**config.mk**
```make
export PLATFORM = sky130hd
export DESIGN_NAME = resm_ctrl
export DESIGN_NICKNAME = d
export VERILOG_FILES = /design/src/rtl/core/resm_pkg.sv /design/src/rtl/core/resm_ctrl.sv
export VERILOG_INCLUDE_DIRS = /design/src /design/src/rtl/core
export SDC_FILE = /design/constraint.sdc
export NUM_CORES = 1
export LEC_CHECK = 0
export BUFFER_PORTS_ARGS = -buffer_cell sky130_fd_sc_hd__clkbuf_2
export CORE_MARGIN = 2
export CORE_UTILIZATION = 45
export DETAILED_ROUTE_END_ITERATION = 10
export GPL_TIMING_DRIVEN = 0
export PLACE_DENSITY = 0.75
export SETUP_SLACK_MARGIN = 0.15
export SLEW_MARGIN = 20
export SYNTH_ARGS = -nofsm -noshare
export SYNTH_HDL_FRONTEND = slang
export SYNTH_SLANG_ARGS = --single-unit
export TNS_END_PERCENT = 5
```
**constraint.sdc**
```tcl
create_clock -name i_clk -period 7.8 [get_ports i_clk]
set_clock_uncertainty 0.2 [all_clocks]
set_input_delay 1.17 -clock i_clk [delete_from_list [all_inputs] [get_ports i_clk]]
set_output_delay 1.17 -clock i_clk [all_outputs]
set_load 0.01 [all_outputs]
```
**src/rtl/core/assert_macros.svh**
```systemverilog
// Assertion macros used by the controller of the smoothing filter.
`ifndef ASSERT_MACROS_SVH
`define ASSERT_MACROS_SVH

// Same-cycle implication, disabled while reset is held.
`define RESM_ASSERT(lbl, clk, rst_n, ante, cons, msg) \
    lbl: assert property (@(posedge clk) disable iff (!rst_n) (ante) |-> (cons)) \
        else $error(msg);

// Next-cycle implication, disabled while reset is held.
`define RESM_ASSERT_NEXT(lbl, clk, rst_n, ante, cons, msg) \
    lbl: assert property (@(posedge clk) disable iff (!rst_n) (ante) |=> (cons)) \
        else $error(msg);

`endif

```
**src/rtl/core/resm_pkg.sv**
```systemverilog
// Shared constants and controller-to-datapath types for the smoothing filter.
`default_nettype none
package resm_pkg;
    localparam int MAX_WIDTH  = 64;
    localparam int MAX_HEIGHT = 64;
    localparam int PIX_W      = 16;
    localparam int GFRAC_W    = 16;
    localparam int DEPTH      = MAX_WIDTH * MAX_HEIGHT;
    localparam int ADDR_W     = $clog2(DEPTH);
    localparam int CNT_W      = ADDR_W + 1;
    localparam int DIM_W      = 7;
    localparam int ACC_W      = 34;
    localparam int PROD_W     = 48;

    localparam logic [1:0] CFG_GAMMA  = 2'd0;
    localparam logic [1:0] CFG_WIDTH  = 2'd1;
    localparam logic [1:0] CFG_HEIGHT = 2'd2;
    localparam logic [1:0] CFG_PASSES = 2'd3;

    localparam logic [15:0]      GAMMA_RST  = 16'd32768;
    localparam logic [DIM_W-1:0] WIDTH_RST  = 7'd64;
    localparam logic [DIM_W-1:0] HEIGHT_RST = 7'd64;
    localparam logic [1:0]       PASSES_RST = 2'd1;

    typedef struct packed {
        logic              wr_load;
        logic              wr_filt;
        logic [ADDR_W-1:0] wr_addr;
        logic [ADDR_W-1:0] rd_addr;
        logic              seed;
        logic              mul;
        logic              acc;
        logic              out_load;
        logic              out_last;
        logic              out_status;
    } t_dp_cmd;

    typedef struct packed {
        logic out_valid;
    } t_dp_stat;
endpackage
`default_nettype wire

```
**src/rtl/core/resm_ctrl.sv**
```systemverilog
// Controller: handshake, frame counters and the line-by-line filter sequencer.
`default_nettype none
`include "assert_macros.svh"
module resm_ctrl (
    input  wire logic                            i_clk,
    input  wire logic                            i_rst_n,
    input  wire logic                            i_valid,
    input  wire logic                            i_op,
    input  wire logic                            i_stall,
    input  wire logic [resm_pkg::DIM_W-1:0]      i_width,
    input  wire logic [resm_pkg::DIM_W-1:0]      i_height,
    input  wire logic                            i_two_passes,
    input  wire logic [resm_pkg::CNT_W-1:0]      i_size,
    input  wire resm_pkg::t_dp_stat              i_stat,
    output logic                                 o_stall,
    output resm_pkg::t_dp_cmd                    o_cmd
);
    localparam logic [2:0] S_IDLE     = 3'd0;
    localparam logic [2:0] S_RD_WAIT  = 3'd1;
    localparam logic [2:0] S_SEED_RD  = 3'd2;
    localparam logic [2:0] S_SEED_ACC = 3'd3;
    localparam logic [2:0] S_STEP_RD  = 3'd4;
    localparam logic [2:0] S_STEP_MUL = 3'd5;
    localparam logic [2:0] S_STEP_ACC = 3'd6;
    localparam logic [2:0] S_STEP_WR  = 3'd7;

    logic [2:0]                   r_state, n_state;
    logic [resm_pkg::CNT_W-1:0]   r_load_cnt, n_load_cnt;
    logic [resm_pkg::CNT_W-1:0]   r_read_cnt, n_read_cnt;
    logic                         r_ready, n_ready;
    logic                         r_last, n_last;
    logic                         r_status, n_status;
    logic                         r_phase, n_phase;
    logic [resm_pkg::DIM_W-1:0]   r_line, n_line;
    logic [resm_pkg::DIM_W-1:0]   r_idx, n_idx;
    logic                         r_pass, n_pass;
    logic                         r_dir, n_dir;
    logic [resm_pkg::ADDR_W-1:0]  r_addr, n_addr;
    logic [resm_pkg::ADDR_W-1:0]  r_base, n_base;
    logic [resm_pkg::ADDR_W-1:0]  r_end, n_end;

    logic                         accept;
    logic [resm_pkg::DIM_W-1:0]   len, nlines;
    logic [resm_pkg::ADDR_W-1:0]  stride, base_inc;
    logic                         idx_last, line_last, pass_last;
    logic [resm_pkg::CNT_W-1:0]   lc_base, lc_next, rc_next;
    logic                         frame_done;

    assign o_stall = (r_state != S_IDLE) || (i_op && i_stat.out_valid && i_stall);
    assign accept  = i_valid && !o_stall;

    always_comb begin
        len       = r_phase ? i_width : i_height;
        nlines    = r_phase ? i_height : i_width;
        stride    = r_phase ? resm_pkg::ADDR_W'(1) : resm_pkg::ADDR_W'(i_width);
        base_inc  = r_phase ? resm_pkg::ADDR_W'(i_width) : resm_pkg::ADDR_W'(1);
        idx_last  = (r_idx == len - 1'b1);
        line_last = (r_line == nlines - 1'b1);
        pass_last = r_pass || !i_two_passes;
        lc_base   = r_ready ? '0 : r_load_cnt;
        lc_next   = lc_base + 1'b1;
        rc_next   = r_read_cnt + 1'b1;
        frame_done = (r_state == S_STEP_WR) && idx_last && r_dir && pass_last
                     && line_last && r_phase;
    end

    always_comb begin
        n_state    = r_state;
        n_load_cnt = r_load_cnt;
        n_read_cnt = r_read_cnt;
        n_ready    = r_ready;
        n_last     = r_last;
        n_status   = r_status;
        n_phase    = r_phase;
        n_line     = r_line;
        n_idx      = r_idx;
        n_pass     = r_pass;
        n_dir      = r_dir;
        n_addr     = r_addr;
        n_base     = r_base;
        n_end      = r_end;
        unique case (r_state)
            S_IDLE: begin
                if (accept && !i_op) begin
                    if (lc_next >= i_size) begin
                        n_load_cnt = '0;
                        n_read_cnt = '0;
                        n_ready    = 1'b0;
                        n_phase    = 1'b0;
                        n_line     = '0;
                        n_idx      = '0;
                        n_pass     = 1'b0;
                        n_dir      = 1'b0;
                        n_addr     = '0;
                        n_base     = '0;
                        n_state    = S_SEED_RD;
                    end else begin
                        n_load_cnt = lc_next;
                        if (r_ready) begin
                            n_ready    = 1'b0;
                            n_read_cnt = '0;
                        end
                    end
                end else if (accept) begin
                    n_state = S_RD_WAIT;
                    if (!r_ready || r_read_cnt >= i_size) begin
                        n_status = 1'b1;
                        n_last   = 1'b0;
                        n_ready  = 1'b0;
                    end else begin
                        n_status = 1'b0;
                        n_last   = (rc_next == i_size);
                        if (rc_next >= i_size) begin
                            n_ready    = 1'b0;
                            n_read_cnt = '0;
                        end else begin
                            n_read_cnt = rc_next;
                        end
                    end
                end
            end
            S_RD_WAIT:  n_state = S_IDLE;
            S_SEED_RD:  n_state = S_SEED_ACC;
            S_SEED_ACC: n_state = S_STEP_RD;
            S_STEP_RD:  n_state = S_STEP_MUL;
            S_STEP_MUL: n_state = S_STEP_ACC;
            S_STEP_ACC: n_state = S_STEP_WR;
            S_STEP_WR: begin
                if (!idx_last) begin
                    n_idx   = r_idx + 1'b1;
                    n_addr  = r_dir ? r_addr - stride : r_addr + stride;
                    n_state = S_STEP_RD;
                end else begin
                    n_idx   = '0;
                    n_state = S_SEED_RD;
                    if (!r_dir) begin
                        n_end = r_addr;
                        if (!pass_last) begin
                            n_pass = 1'b1;
                            n_addr = r_base;
                        end else begin
                            n_pass = 1'b0;
                            n_dir  = 1'b1;
                        end
                    end else if (!pass_last) begin
                        n_pass = 1'b1;
                        n_addr = r_end;
                    end else begin
                        n_pass = 1'b0;
                        n_dir  = 1'b0;
                        if (!line_last) begin
                            n_line = r_line + 1'b1;
                            n_base = r_base + base_inc;
                            n_addr = r_base + base_inc;
                        end else if (!r_phase) begin
                            n_phase = 1'b1;
                            n_line  = '0;
                            n_base  = '0;
                            n_addr  = '0;
                        end else begin
                            n_state    = S_IDLE;
                            n_ready    = 1'b1;
                            n_read_cnt = '0;
                        end
                    end
                end
            end
            default: n_state = S_IDLE;
        endcase
    end

    always_ff @(posedge i_clk) begin
        if (!i_rst_n) begin
            r_state    <= S_IDLE;
            r_load_cnt <= '0;
            r_read_cnt <= '0;
            r_ready    <= 1'b0;
            r_last     <= 1'b0;
            r_status   <= 1'b0;
            r_phase    <= 1'b0;
            r_line     <= '0;
            r_idx      <= '0;
            r_pass     <= 1'b0;
            r_dir      <= 1'b0;
            r_addr     <= '0;
            r_base     <= '0;
            r_end      <= '0;
        end else begin
            r_state    <= n_state;
            r_load_cnt <= n_load_cnt;
            r_read_cnt <= n_read_cnt;
            r_ready    <= n_ready;
            r_last     <= n_last;
            r_status   <= n_status;
            r_phase    <= n_phase;
            r_line     <= n_line;
            r_idx      <= n_idx;
            r_pass     <= n_pass;
            r_dir      <= n_dir;
            r_addr     <= n_addr;
            r_base     <= n_base;
            r_end      <= n_end;
        end
    end

    always_comb begin
        o_cmd            = '0;
        o_cmd.wr_load    = (r_state == S_IDLE) && accept && !i_op;
        o_cmd.wr_filt    = (r_state == S_STEP_WR);
        o_cmd.wr_addr    = o_cmd.wr_filt ? r_addr : lc_base[resm_pkg::ADDR_W-1:0];
        o_cmd.rd_addr    = (r_state == S_IDLE) ? r_read_cnt[resm_pkg::ADDR_W-1:0] : r_addr;
        o_cmd.seed       = (r_state == S_SEED_ACC);
        o_cmd.mul        = (r_state == S_STEP_MUL);
        o_cmd.acc        = (r_state == S_STEP_ACC);
        o_cmd.out_load   = (r_state == S_RD_WAIT);
        o_cmd.out_last   = r_last;
        o_cmd.out_status = r_status;
    end

    `RESM_ASSERT(a_busy_stalls, i_clk, i_rst_n, r_state != S_IDLE, o_stall, "busy, no stall")
    `RESM_ASSERT(a_one_write, i_clk, i_rst_n, o_cmd.wr_filt, !o_cmd.wr_load, "two memory writes")
    `RESM_ASSERT_NEXT(a_done_ready, i_clk, i_rst_n, frame_done, r_ready && (r_state == S_IDLE), "frame end did not raise ready")
endmodule
`default_nettype wire

```
* Yosys cells after proc, flatten, opt, wreduce, memory -nomap -nowiden
Index checks and enable logic that the tools add are counted.
** Operators by class
- Equal/unequal tests :: 25
- Order comparisons :: 3
- Multiplexer cells :: 79
- Reductions and logical operators :: 27
- Bitwise gates (word level) :: 2
- Add/sub/neg operators :: 9
** Operators by type and width (number)
- two-way mux 13 bit :: 13
- two-way mux 12 bit :: 14
- two-way mux 7 bit :: 12
- one-hot mux 12 bit (2 select lines) :: 2
- greater-or-equal comparator 13 bit :: 3
- one-hot mux 7 bit (2 select lines) :: 2
- adder 13 x 1 -> 13 bit (second input constant) :: 2
- one-hot mux 13 bit (2 select lines) :: 1
- adder 12 x 7 -> 12 bit :: 2
- one-hot mux 3 bit (8 select lines) :: 1
- two-way mux 1 bit :: 22
- adder 7 x 1 -> 7 bit (second input constant) :: 2
- equality test 7 bit :: 2
- AND reduction 7 bit :: 2
- subtractor 7 x 1 -> 7 bit (second input constant) :: 2
- equality test 13 bit :: 1
- equality test 3 bit (second input constant) :: 4
- two-way mux 3 bit :: 4
- inequality test 3 bit (second input constant) :: 4
- inequality test 4 bit (second input constant) :: 3
- subtractor 12 x 7 -> 12 bit :: 1
- inequality test 2 x 1 -> 1 bit (second input constant) :: 5
- AND reduction 3 bit :: 3
- AND reduction 9 bit :: 1
- 17 further kinds :: 37
** Word-level totals
- Logic and storage cells :: 159
- Input bits :: 34
- Flip-flop bits (word level) :: 85
- Output and inout bits :: 33

* Longest topological paths before layout
Gate-level depths: netlist of run 1.
- Depth after elaboration :: 8
- Gate-level depth with buffers :: 18
- Mapped depth without buffers :: 16

* Worst setup path before layout of run 1
Ideal clock, no wire load.
- Path type :: flip-flop to flip-flop
- From :: reg r_phase
- To :: reg r_addr[2] (netlist bit)
- Required time :: 7.483 ns
- Setup time :: 0.117 ns
- Path buffers :: 6
- Data arrival time :: 3.750 ns
- Clock period less this slack :: 4.067 ns
- Setup slack :: 3.733 ns
- Cell stages (with the launch flop) :: 18
- Cell sequence :: dfxtp_1 > buf_6 > buf_2 > clkbuf_1 > clkbuf_1 > and2_1 > a21oi_1 > ha_1 > nor4b_1 > a31o_1 > nor3_1 > a31oi_1 > or3_1 > buf_2 > or4_4 > and2_1 > buf_6 > a32o_1
** Between the ends
- Longest elaborated chain between the ends :: 8
- Elaborated cells between the ends (all ways) :: 20
- Those cells by class :: add/sub: 5; eq/ne: 4; mux: 10; reduce/logical: 1
** Ends and longest elaborated chain
- start: declaration :: line resm_ctrl.sv:33 : logic r_phase, n_phase;
- start signal: assignment :: line resm_ctrl.sv:195 : r_phase <= n_phase;
- two-way mux 7 bit :: line resm_ctrl.sv:54 : nlines = r_phase ? i_height : i_width;
- subtractor 7 x 1 -> 7 bit :: line resm_ctrl.sv:58 : line_last = (r_line == nlines - 1'b1);
- equality test 7 bit :: line resm_ctrl.sv:58
- two-way mux 12 bit :: line resm_ctrl.sv:151 : if (!line_last) begin
- two-way mux 12 bit :: line resm_ctrl.sv:145 : end else if (!pass_last) begin
- two-way mux 12 bit :: line resm_ctrl.sv:136 : if (!r_dir) begin
- two-way mux 12 bit :: line resm_ctrl.sv:129 : if (!idx_last) begin
- one-hot mux 12 bit (2 select lines) :: line resm_ctrl.sv:82 : unique case (r_state)
- end signal: assignment :: line resm_ctrl.sv:200 : r_addr <= n_addr;
- end: declaration :: line resm_ctrl.sv:38 : logic [resm_pkg::ADDR_W-1:0] r_addr, n_addr;
Several ways; a longest one is shown, not always the timed one.
A chain may end at the register's enable or synchronous reset.

* Final worst setup path of run 1
- From :: reg r_ready
- To :: reg r_base[9] (netlist bit)
** Between the ends
- Longest elaborated chain between the ends :: 5
** Ends and longest elaborated chain
- start: declaration :: line resm_ctrl.sv:30 : logic r_ready, n_ready;
- start signal: assignment :: line resm_ctrl.sv:192 : r_ready <= n_ready;
- two-way mux 13 bit :: line resm_ctrl.sv:60 : lc_base = r_ready ? '0 : r_load_cnt;
- adder 13 x 1 -> 13 bit :: line resm_ctrl.sv:61 : lc_next = lc_base + 1'b1;
- greater-or-equal comparator 13 bit :: line resm_ctrl.sv:85 : if (lc_next >= i_size) begin
- inequality test 2 bit (no source line)
- AND reduction 7 bit (no source line)
- end signal: assignment :: line resm_ctrl.sv:201 : r_base <= n_base;
- end: declaration :: line resm_ctrl.sv:39 : logic [resm_pkg::ADDR_W-1:0] r_base, n_base;
Every way passes these cells.

==> results of run 1 <==
-- per-layer routing --
| metal | share of wire | GRT usage | routed length, um | up-vias |
|---|---|---|---|---|
| met1 | 0.44 | 0.372 | 10200 | 3525 |
| met2 | 0.44 | 0.434 | 10200 | 342 |
| met3 | 0.085 | 0.0619 | 1960 | 62 |
| li1 | - | - | - | 3695 |
| met4 | 0.033 | 0.0957 | 764 | 0 |
| met5 | 0 | 0 | 0 | - |
-- flip-flops by register name, indices dropped and copies added, names as in the netlist, 3 cells and up --
signal and count:
r_load_cnt 13, r_idx 7, r_addr 12, r_read_cnt 13
r_line 7, r_end 12, r_state 3, r_base 12
-- tightest hold or removal path: cells and delay by family (launching register included) --
kind               cells  cell delay (ps)
and+or+nand+nor        1               50
AOI/OAI and AO/OA      1               50
DFF                    1              310
-- metrics by stage --
stage | util | setup slack, ps | cells
4_1_cts | 0.513 | 2870 | 1274
5_1_grt | 0.513 | 2500 | 1274
6_report | 0.513 | 2830 | 1274
3_3_place_gp | 0.495 | 2890 | 1258
2_1_floorplan | - | 3730 | 978
3_5_place_dp | 0.495 | 2900 | 1258
-- placed cells by master (no fill, tap or decap), types with 11 or more instances in the layout --
master                       n
sky130_fd_sc_hd__nand2_1   143
sky130_fd_sc_hd__dfxtp_1    85
sky130_fd_sc_hd__a21oi_1    74
sky130_fd_sc_hd__nor2_1     67
sky130_fd_sc_hd__ha_1       64
sky130_fd_sc_hd__clkbuf_2   64
sky130_fd_sc_hd__o21ai_0    60
sky130_fd_sc_hd__clkbuf_1   42
sky130_fd_sc_hd__inv_1      42
sky130_fd_sc_hd__nand3_1    41
sky130_fd_sc_hd__xor2_1     34
sky130_fd_sc_hd__nor3_1     33
sky130_fd_sc_hd__xnor2_1    29
sky130_fd_sc_hd__nand4_1    17
sky130_fd_sc_hd__mux2i_1    16
sky130_fd_sc_hd__and3_1     14
sky130_fd_sc_hd__nor2b_1    13
sky130_fd_sc_hd__nand2b_1   13
sky130_fd_sc_hd__a22oi_1    12
sky130_fd_sc_hd__or3_1      11
sky130_fd_sc_hd__or4_1      11
-- how the worst min path moves through the flow --
stage	startpoint	to	slack (ps)	depth (start not counted)
global route	r_end[3]	r_end[3]	280	2
CTS	r_end[2]	r_end[2]	260	2
floorplan	r_end[10]	r_end[10]	230	2
finish	r_end[4]	r_end[4]	260	2
global placement	r_end[9]	r_end[9]	240	2
detailed placement	r_end[2]	r_end[2]	250	2
-- final cells by class --
cell class,count,area share
clock buffers,12,0.0328
inverters,44,0.0203
repair buffers,64,0.0394
flip-flops and latches,85,0.209
plain buffers,53,0.0286
clock inverters,4,0.00385
multi-input cells,796,0.632
well taps,216,0.0333
-- power by group through the flow --
stage	registers, mW	clock network [mW]	logic, mW
after floorplan	0.449	0	0.105
after global placement	0.449	0	0.154
after detailed placement	0.449	0	0.155
after CTS	0.440	0.439	0.156
after global routing	0.440	0.457	0.176
final	0.440	0.439	0.160
-- cells by family (layout without fill, tap and decap cells) --
family,count (synthesis),after routing,share of synthesized area
adder cells (fa/ha/maj),66,66,0.116
XOR/XNOR,63,63,0.0762
flip-flops,85,85,0.235
multiplexers,21,21,0.0299
AO/OA/AOI/OAI,246,246,0.218
AND/OR/NAND/NOR,400,400,0.270
buffers and inverters,97,177,0.0550
==> run summary, run 1 <==
The number of standard-cell rows in the floorplan came out at 46. The sequential share of power came out at 0.423. The area of the core came out at between 15000 and 20000 um^2. The number of synthesized register bits is 85. After the last flow step, the layout net total stands at 1153.

The final antenna-violating net count is 0. The first routing iteration left 828 violations. The area of all placed cells without fillers came out at a little over 8000 um^2. The combined area of all synthesized cells came out at roughly 7200 um^2.

Power spread over the standard cell area amounts to roughly 130 nW/um^2. The power consumption came out at ~1.0 mW. The effective utilization at floorplan came out at 0.457. The average cell area after synthesis is 7.40 um^2. The biggest fanout along the worst timing path is 10.

The logic depth of the worst path, buffers included is 17. In this run, post-CTS hold repair placed 0 buffers. The number of max-capacitance violations reported is 0. Of the post-synthesis cell area, the dominant cell type holds 0.235. The buffer levels on the longest clock path is 2.

The number of iterations in the first detailed-routing pass came out at 6. The element type at the critical path end is a flip-flop. The library cell occupying the most area in the post-synthesis netlist is sky130_fd_sc_hd__dfxtp_1. The mean routed wirelength per cell came out at 18.1 um. The share of synthesized area occupied by flip-flops and latches is 0.235.

Detailed routing inserted a total of between 7000 and 8000 vias. After synthesis, the cell types taking the most area are sky130_fd_sc_hd__dfxtp_1 (24%), sky130_fd_sc_hd__ha_1 (11%), sky130_fd_sc_hd__nand2_1 (7.4%). The worst register-to-register path begins at r_ready.

After clock tree synthesis, the clock-pin slew on the worst setup and hold paths is around 70 ps. The period utilization came out at 0.637. The number of buffers added for setup after CTS came out at 0.

In the synthesized netlist, the number of instances is 978. The leakage power total came out at 3.36 nW. The cell-internal power is roughly 730 uW. The number of antenna violations at the first check in global routing was 0. The time the worst path needs with I/O delays and setup came out at between 4000 and 5000 ps.

The layout has between 1500 and 2000 filler cells. The final sum of negative setup slack came out at 0 ps. The combined buffer and inverter count along the critical path came out at 2. Of the total power, combinational logic draws 0.154. When the netlist entered floorplanning its net count stood at around 1100. The area used by sequential logic in the layout is 1700 um^2. After synthesis, the most frequently instantiated cells are sky130_fd_sc_hd__nand2_1 (143), sky130_fd_sc_hd__dfxtp_1 (85), sky130_fd_sc_hd__a21oi_1 (74). The worst-case hold slack is approximately 260 ps. In this run the clock root is driven by a sky130_fd_sc_hd__clkbuf_16. The Yosys step of the flow raised 0 warnings. The number of global-route vias before repair is 7029. The insertion delay to the later sink of the worst-skew pair is ~360 ps. The kind of start point of the critical path is a flip-flop. The area of the die came out at around 17000 um^2. Among all flip-flop cells after synthesis, the most frequent one is sky130_fd_sc_hd__dfxtp_1. The count of boundary I/O pins is 67. The net switching fraction of the power came out at 0.293. For the worst setup path, the data arrival time is 5020 ps. The worst-case register-to-register setup slack is around 2800 ps. At the pin with the least slew margin, the transition time is 897 ps. The critical path is of the reg -> reg type. The count of different cell masters after synthesis is between 60 and 70. In the post-synthesis netlist, the cell with the most instances is sky130_fd_sc_hd__nand2_1.

The placed instance area is about 8000 um^2. The share of layout cells above drive strength 1 is 0.102. In this run the number of H-tree levels came out at 3. The flow ran to the end, and the final reports show no timing, DRC or antenna violations.

Compared with the post-synthesis result, the final layout area differs by 12.3%. Setup violations remaining at the end of the flow were counted as 0. The count of buffers from port buffering is 64. The post-CTS resize count is 0. TritonCTS built the clock tree. The number of flops mapped to enable cells by yosys came out at 0. The fraction of power consumed by the clock network is 0.423. VDD sags by at most 113 uV.

The largest single stage delay on the critical path is roughly 690 ps. The required time of the critical path came out at 7850 ps. The number of antenna diodes in the final layout is 0. The global-route congestion overflow total is 0. The largest net degree at the start of global routing came out at 15. The post-detailed-placement half-perimeter wirelength is about 18000 um. The detailed-route DRC error count is 0. The routed wire length came out at roughly 23000 um.

The share of synthesized registers carrying an async set or reset is 0. The floorplan die height came out at roughly 130 um. The area taken by multi-input logic gates is between 5000 and 6000 um^2. The hold violation total from the final report is 0. The path class of the tightest hold or removal check is reg -> reg. Buffers inserted during clock tree synthesis total 9. The net load switching power came out at slightly above 300 uW. Walking the worst path, the cells encountered are clkbuf_1 -> nor2b_1 -> ha_1 -> nand4_1 -> nor4_1 -> and3_1 -> xnor2_1 -> ha_1 -> nand3_1 -> a211oi_1 -> a21o_1 -> nor3b_1 -> nor2_1 -> a31oi_1 -> clkbuf_1 -> o211ai_1 -> o41ai_1. The number of slew-limit violations in the final report was 0. Setup repair after global routing left no endpoint under its margin. The number of cells on the worst reg-to-reg path came out at 17.

The kind of cell with the highest combined delay along the critical path is simple AND/OR/NAND/NOR gates. The fmax is a little over 200 MHz. The via density per instance came out at ~6.

The critical path starts at r_ready. In this run the tightest slew margin relative to its limit is 0.399. The reg-to-reg endpoint is r_base[9]. For this design, the slowest cell found on the critical path is sky130_fd_sc_hd__a31oi_1. The wire length of the first global-routing pass came out at 36800 um. The most critical setup path has its endpoint at r_base[9]. The die extent in x came out at 131 um. The overall fraction of global-route tracks in use came out at 0.276.

At the end of routability-driven placement, the weighted congestion stood at around 1.0. The number of sinks driven by the clock tree came out at 85.
Power figures use the tool's default switching activity.
==> inputs of run 2 (changes only) <==
--- a/config.mk
+++ b/config.mk
@@ -6,12 +6,13 @@
 export SDC_FILE = /design/constraint.sdc
 export NUM_CORES = 1
 export LEC_CHECK = 0
+export ABC_AREA = 1
 export BUFFER_PORTS_ARGS = -buffer_cell sky130_fd_sc_hd__clkbuf_2
 export CORE_MARGIN = 2
 export CORE_UTILIZATION = 45
 export DETAILED_ROUTE_END_ITERATION = 10
 export GPL_TIMING_DRIVEN = 0
-export PLACE_DENSITY = 0.75
+export PLACE_DENSITY = 0.77
 export SETUP_SLACK_MARGIN = 0.15
 export SLEW_MARGIN = 20
 export SYNTH_ARGS = -nofsm -noshare
==> constraint.sdc (replaced) <==
create_clock -name i_clk -period 4.25 [get_ports i_clk]
set_clock_uncertainty 0.2 [all_clocks]
set_input_delay 0.6375 -clock i_clk [delete_from_list [all_inputs] [get_ports i_clk]]
set_output_delay 0.6375 -clock i_clk [all_outputs]
set_load 0.01 [all_outputs]
==> run summary, run 2 <==
On the critical path the largest part of the delay comes from simple AND/OR/NAND/NOR gates. The most common cell after layout, fill and taps aside is sky130_fd_sc_hd__nand2_1. The class of the most critical hold timing path is reg -> reg.

TritonCTS built the clock tree. The count of boundary I/O pins came out at 67. The number of nets in the finished design came out at between 1000 and 1500. Summed over all nets, the switching power comes to 713 uW. The most critical setup path has its startpoint at r_ready.

The pre-antenna-repair detailed-routing pass consisted of 5 iterations. The net switching fraction of the power came out at 0.329. The first-iteration detailed-routing DRC count is 728. The area of the die came out at roughly 18000 um^2.

The fraction of power consumed by the clock network is 0.373. The cell with the most instances after synthesis is sky130_fd_sc_hd__nand2_1. The number of slew-limit violations in the final report came out at 0. The worst supply voltage drop on vdd came out at 196 uV. Each instance of the synthesized netlist takes up on average roughly 6 um^2. The critical path goes through buf_4 -> inv_4 -> nand2_1 -> inv_1 -> ha_2 -> nand3_2 -> nor3_4 -> nand3_2 -> nor3_4 -> nand2_2 -> xor2_2 -> ha_1 -> nand2_2 -> nor2_4 -> nand3b_1 -> nand3_2 -> nor2_4 -> a21oi_1 -> nand2_2 -> nor2_8 -> buf_6 -> nand3_1 -> nand2_1 -> nor2_1. STA classifies the critical path startpoint as a flip-flop.

The share of total power dissipated in combinational logic is 0.234. The startpoint identified for the worst hold timing path is r_load_cnt[4]. The element type at the critical path end is a flip-flop. In this run the tool buffered the top-level ports with 65 buffer cells. The largest net degree at the start of global routing came out at 16. The time the worst path needs with I/O delays and setup is ~3900 ps. Among all flip-flop cells after synthesis, the most frequent one is sky130_fd_sc_hd__dfxtp_1. The die extent in x is roughly 130 um. The power per standard cell area came out at around 250 nW/um^2.

The largest registers in the layout are r_load_cnt: 13 flops, r_read_cnt: 13 flops. The relative slew slack is 0.556. The total number of vias came out at 8308. The synthesized netlist cell count is between 1000 and 1500.

For this run, the top clock speed supported by timing is 255 MHz. The commonest cells after synthesis are sky130_fd_sc_hd__nand2_1 (329), sky130_fd_sc_hd__inv_1 (152), sky130_fd_sc_hd__a21oi_1 (123). The number of max-capacitance violations reported came out at 0. The share of synthesized registers carrying an async set or reset came out at 0. The delay of the slowest cell on the worst path is roughly 330 ps. The hold violation total from the final report is 0. The share of the Yosys chip area taken by registers is 0.223. The critical path contains buffers and inverters numbering 4 combined. After detailed placement, the total cell area comes to around 8000 um^2. The count of nets left with antenna violations once routing finished came out at 0. The total clock buffers created by CTS is 9. By startpoint and endpoint, the worst setup path is classified as reg -> reg. The clock reaches the later pin of the worst-skew pair after between 300 and 400 ps. The internal power of the cells totals 1.46 mW. The number of sinks driven by the clock tree came out at 85.

The floorplan die height came out at 134 um. The final setup violation count is 0. The total overflow left after global routing is 0. Compared with the post-synthesis result, the final layout area differs by 14.1%. The design draws approximately 2.2 mW. The number of global-route vias before repair is 7485. The post-detailed-placement half-perimeter wirelength came out at 18800 um. The required time of the critical path is between 4000 and 5000 ps.

After synthesis the cells add up to roughly 7600 um^2. In the finished design, the share of the clock period the worst path needs comes to 0.922. Setup repair after global routing left no endpoint under its margin.

Sorting the synthesized cells by area gives the leading types as sky130_fd_sc_hd__dfxtp_1 (22%), sky130_fd_sc_hd__nand2_1 (16%), sky130_fd_sc_hd__ha_1 (11%). The overall fraction of global-route tracks in use is 0.266. Dividing the detail-routed via count by the number of cells gives about 5.4. The maximum level of the CTS H-tree is 3. Of the post-synthesis cell area, the dominant cell type holds 0.223. The wire length of the first global-routing pass came out at between 30000 and 40000 um. In this run the critical register-to-register path is launched from r_ready.

In the layout the commonest cells are sky130_fd_sc_hd__nand2_1 (323), sky130_fd_sc_hd__inv_1 (151), sky130_fd_sc_hd__a21oi_1 (122), sky130_fd_sc_hd__nor2_1 (106), sky130_fd_sc_hd__nand3_1 (86). The tree is rooted in a sky130_fd_sc_hd__clkbuf_16. The detailed-route DRC error count came out at 0. The slowest stage of the critical path is the sky130_fd_sc_hd__dfxtp_1 cell. During synthesis, Yosys emitted a total of 0 warnings.

The mean routed wirelength per cell is between 15 and 20 um. The buffer levels on the longest clock path came out at 2. The library cell occupying the most area in the post-synthesis netlist is sky130_fd_sc_hd__dfxtp_1.

The area of all placed cells without fillers came out at roughly 8700 um^2. The pre-CTS worst setup slack is -201 ps. The biggest fanout along the worst timing path came out at 10. The flow ran to the end, and the final reports show no timing, DRC or antenna violations. The final setup slack of the worst path is between 300 and 400 ps. When the netlist entered floorplanning its net count stood at approximately 1300. The utilization after layout is 0.524. The number of flops mapped to enable cells by yosys is 0. The repair_antennas step left the layout with diodes totalling 0. The area of the core is between 15000 and 20000 um^2. The number of standard-cell rows in the floorplan is 47. The share of layout cells above drive strength 1 came out at 0.123. The number of antenna violations at the first check in global routing is 0. Counting flops and latches in the post-synthesis netlist gives 85.

The leakage power total came out at 4.22 nW. The worst-margin pin slew is roughly 660 ps. Counting distinct cell types in the post-synthesis netlist gives 41. The routed wire length is about 24000 um. The post-CTS clock slew at the launch and capture registers of the worst setup and hold paths came out at 70 ps. The share of total power dissipated in sequential elements is 0.393. For the worst setup path, the data arrival time is roughly 4000 ps.

The final weighted congestion in routability-driven placement is approximately 0.95. The initial utilization of the core area, before any placement, comes to 0.460.
==> run 2: cell count changes after synthesis, sizes merged, moves of 14 or more <==
cell	previous run	this run
mux2i	16	0
nand3	41	89
xnor2	29	14
inv	43	160
a21oi	74	123
nor2	67	121
and3	14	0
o21ai	61	84
nand2	143	341
==> run 2: cell type report <==
class / instances / area (um^2)
clock inverter: 6 / 70.1
fill: 1752 / 7890
inverter: 161 / 607
clock buffer: 9 / 225
buffer: 50 / 277
multi-input combinational: 949 / 5190
timing repair buffer: 68 / 348
tap: 220 / 275
sequential: 85 / 1700
==> run 2: worst paths after layout <==
path,slack [ps],endpoint,cells past startpoint
setup / recovery,330,r_read_cnt[7],24
hold reg to reg,260,r_load_cnt[4],2
hold / removal,260,r_load_cnt[4],2
setup reg to reg,330,r_read_cnt[7],24
==> run 2: cell families after synthesis <==
kind of cell / Yosys count / share of synthesized area
simple gates: 614 / 0.350
compound gates: 221 / 0.150
buf+inv: 211 / 0.112
flops: 85 / 0.223
fa+ha+maj: 66 / 0.110
xor+xnor: 48 / 0.0551
==> run 2: worst min-delay path: stages (launching register included) <==
cell and delay (ps):
sky130_fd_sc_hd__dfxtp_1 310, sky130_fd_sc_hd__nand2_1 60, sky130_fd_sc_hd__a21oi_1 50
==> run 2: timing repair <==
item	in CTS	in global routing
resized for setup	7	46
gates cloned	0	1
endpoints found under the hold margin	0	0
buffers inserted	0	2
pin swaps	0	9
hold buffers	0	0
setup endpoints to repair	63	64
==> run 2: per-stage QoR <==
step	TNS (ps)	hold WS (ps)	instances
2_1_floorplan	0	228	1245
3_3_place_gp	-4710	243	1530
3_5_place_dp	-5300	255	1530
4_1_cts	0	266	1545
5_1_grt	0	283	1548
6_report	0	264	1548
==> run 2: metal layers <==
metal / vias up / GRT usage / routed length (um)
met4: 0 / 0.139 / 1060
li1: 4200 / - / -
met1: 3709 / 0.347 / 10300
met3: 65 / 0.0378 / 1570
met5: - / 0 / 0
met2: 334 / 0.426 / 10800
==> run 2: power groups by stage <==
stage	logic, mW	registers [mW]	clock network [mW]
finish	0.508	0.852	0.808
global route	0.574	0.855	0.845
CTS	0.493	0.851	0.816
detailed placement	0.490	0.869	0
global placement	0.482	0.869	0
floorplan	0.353	0.857	0
==> inputs of run 3 (changes only) <==
--- a/config.mk
+++ b/config.mk
@@ -6,14 +6,14 @@
 export SDC_FILE = /design/constraint.sdc
 export NUM_CORES = 1
 export LEC_CHECK = 0
-export ABC_AREA = 1
 export BUFFER_PORTS_ARGS = -buffer_cell sky130_fd_sc_hd__clkbuf_2
 export CORE_MARGIN = 2
 export CORE_UTILIZATION = 45
 export DETAILED_ROUTE_END_ITERATION = 10
 export GPL_TIMING_DRIVEN = 0
-export PLACE_DENSITY = 0.77
+export PLACE_DENSITY = 0.78
 export SETUP_SLACK_MARGIN = 0.15
+export SKIP_CTS_REPAIR_TIMING = 1
 export SLEW_MARGIN = 20
 export SYNTH_ARGS = -nofsm -noshare
 export SYNTH_HDL_FRONTEND = slang
==> run summary, run 3 (same netlist as run 1, synthesis figures left out) <==
The floorplan step defined a die boundary enclosing 17100 um^2. The reg-to-reg endpoint is r_read_cnt[10]. The largest net degree at the start of global routing is 13. In this run, CTS created clock tree buffers numbering 9. The fraction of power consumed by the clock network came out at 0.394. The hold violation total from the final report is 0.

Traced cell by cell, the critical path runs through buf_2 -> nor2b_2 -> ha_2 -> nand4_1 -> nor4_2 -> and3_1 -> xnor2_1 -> ha_1 -> nand3_1 -> a211oi_1 -> a21o_1 -> nand2b_1 -> a211oi_4 -> a32o_1 -> buf_4 -> o311ai_2 -> o41ai_2. The buffer levels on the longest clock path is 2. Relative to the synthesized area, the layout overhead comes to 16.5%. The net switching fraction of the power is 0.296. Setup repair after global routing could not meet its margin everywhere. The terminating pin of the worst hold path is r_end[6].

The cell at the slowest stage of the critical path is sky130_fd_sc_hd__dfxtp_1. The area of the core came out at 15800 um^2. Setup violations remaining at the end of the flow were counted as 0. Clock-pin slew was measured on the worst setup and hold paths at 60 ps. The class of the most critical hold timing path is reg -> reg.

The number of antenna violations at the first check in global routing came out at 0. The power per standard cell area is about 220 nW/um^2. The utilization after layout is 0.533. At the placement stage, the worst setup path has a slack of -726 ps.

The number of slew-limit violations in the final report is 0. The number of global-route vias before repair was 6861. The effective utilization at floorplan came out at 0.457. Using the TritonRoute via totals, the vias-per-cell ratio works out to between 6 and 7. The final sum of negative setup slack is 0 ps. STA classifies the critical path endpoint as a flip-flop. The number of standard-cell rows in the floorplan is between 40 and 50. The required time of the critical path is between 4000 and 5000 ps. The post-detailed-placement half-perimeter wirelength came out at approximately 18000 um. After layout, the design draws a total of 1.86 mW.

The period utilization is 0.973. The largest single stage delay on the critical path is 350 ps. The worst hold path begins at r_end[6]. TritonCTS built the clock tree.

The routed wire length came out at 23900 um. The relative slew slack is 0.492. The library cell used most frequently in the layout, excluding fill and tap cells, is sky130_fd_sc_hd__nand2_1. The cell-internal power is about 1.3 mW. The net load switching power is 552 uW. The number of cells traversed by the worst hold path came out at 2. The critical path is of the reg -> reg type. In this run, the number of DRC markers left after iteration 0 of detailed routing was 969. The wire length of the first global-routing pass is 36500 um. The biggest fanout along the worst timing path is 10. The number of antenna diodes in the final layout is 0. STA classifies the critical path startpoint as a flip-flop. The detailed-route DRC error count came out at 0. The overall fraction of global-route tracks in use is 0.274. The maximum level of the CTS H-tree is 3. The final antenna-violating net count came out at 0. Measured along the y axis, the die boundary spans 131 um. Summed over all cells, the static leakage comes to approximately 3.5 nW. The share of layout cells above drive strength 1 came out at 0.150. The time the worst path needs with I/O delays and setup is roughly 4100 ps. The signal arrival time at the worst endpoint came out at between 4000 and 5000 ps. The final weighted congestion in routability-driven placement is 1.01. The insertion delay to the later sink of the worst-skew pair came out at ~350 ps. The cell at the root of the clock tree is sky130_fd_sc_hd__clkbuf_16.

For the pin with the worst max-slew slack, the measured transition is approximately 750 ps. Leaving out fill and tap cells, the most frequent cells in the layout are sky130_fd_sc_hd__nand2_1 (143), sky130_fd_sc_hd__dfxtp_1 (83), sky130_fd_sc_hd__a21oi_1 (74), sky130_fd_sc_hd__clkbuf_2 (65), sky130_fd_sc_hd__nor2_1 (64). The largest registers in the layout are r_load_cnt: 13 flops, r_read_cnt: 13 flops. The count of boundary I/O pins is between 60 and 70. Summing over every cut layer, the via total after detailed routing is 7889. Of the total power, registers draw 0.433. The number of nets in the finished design came out at around 1200. The first detailed-routing pass ran for 7 iterations. The number of cells on the worst reg-to-reg path is 17. The number of max-capacitance violations reported came out at 0.

Of the total power, combinational logic draws 0.173. The flow ran to the end, and the final reports show no timing, DRC or antenna violations. In the post-route analysis, the smallest setup slack over all paths is 116 ps. The mean routed wirelength per cell came out at about 19 um. The worst register-to-register path begins at r_ready. The worst-case register-to-register setup slack is roughly 120 ps. The fmax is ~240 MHz. The count of buffers from port buffering is between 60 and 70. The number of sinks driven by the clock tree came out at 85.

The die is between 100 and 150 um wide. VDD sags by at most ~190 uV. After global routing the overflow that remains totals 0.
## run 3: changes by cell type in the layout (fill, tap and decap cells not counted), moves of 15 or more
| cell | previous run | this run |
|---|---|---|
| sky130_fd_sc_hd__o21ai_0 | 77 | 59 |
| sky130_fd_sc_hd__xnor2_1 | 14 | 29 |
| sky130_fd_sc_hd__mux2i_1 | 0 | 16 |
| sky130_fd_sc_hd__a21oi_1 | 122 | 74 |
| sky130_fd_sc_hd__nand3_1 | 86 | 41 |
| sky130_fd_sc_hd__nor2_1 | 106 | 64 |
| sky130_fd_sc_hd__nand2_1 | 323 | 143 |
| sky130_fd_sc_hd__inv_1 | 151 | 42 |
| sky130_fd_sc_hd__nand2_2 | 15 | 0 |
## run 3: per-stage QoR
step,hold slack [ps],std cells,cell area [um^2]
final,258,1281,8430
after global routing,279,1281,8430
after CTS,256,1271,8080
after detailed placement,249,1258,7830
after global placement,245,1258,7830
after floorplan,232,978,7240
## run 3: power by group through the flow
stage / clock network (mW) / logic [mW] / registers (mW)
2_1_floorplan: 0 / 0.192 / 0.823
3_5_place_dp: 0 / 0.285 / 0.825
4_1_cts: 0.736 / 0.287 / 0.807
5_1_grt: 0.779 / 0.352 / 0.807
3_3_place_gp: 0 / 0.282 / 0.824
6_report: 0.735 / 0.322 / 0.808
## run 3: cell type report
type,count,area (um^2)
clock inverter,2,12.5
tap,216,270
buffer,52,263
timing repair buffer,75,403
multi-input combinational,796,5370
fill,1507,7400
sequential,85,1700
clock buffer,11,243
inverter,44,165
## run 3: worst max path at each step
stage,from,to,depth (start not counted)
floorplan,r_phase,r_addr[2],17
global placement,r_ready,r_base[9],17
detailed placement,r_ready,r_base[9],17
CTS,r_ready,r_base[9],17
global route,r_ready,r_read_cnt[6],17
finish,r_ready,r_read_cnt[10],17
## run 3: layer usage
layer | routed length (um) | share of wire | up-vias | GRT usage
met5 | 0 | 0 | - | 0
met4 | 687 | 0.029 | 0 | 0.106
met3 | 1990 | 0.084 | 54 | 0.0391
met2 | 10800 | 0.45 | 421 | 0.419
met1 | 10400 | 0.44 | 3708 | 0.389
li1 | - | - | 3706 | -
## run 3: worst max-delay path: cells and delay by family, from the launching register on
| kind | cells | cell delay, ps |
|---|---|---|
| compound gates | 6 | 1240 |
| xor+xnor | 1 | 130 |
| fa+ha+maj | 2 | 540 |
| buf+inv | 2 | 400 |
| flops | 1 | 350 |
| simple gates | 6 | 1130 |
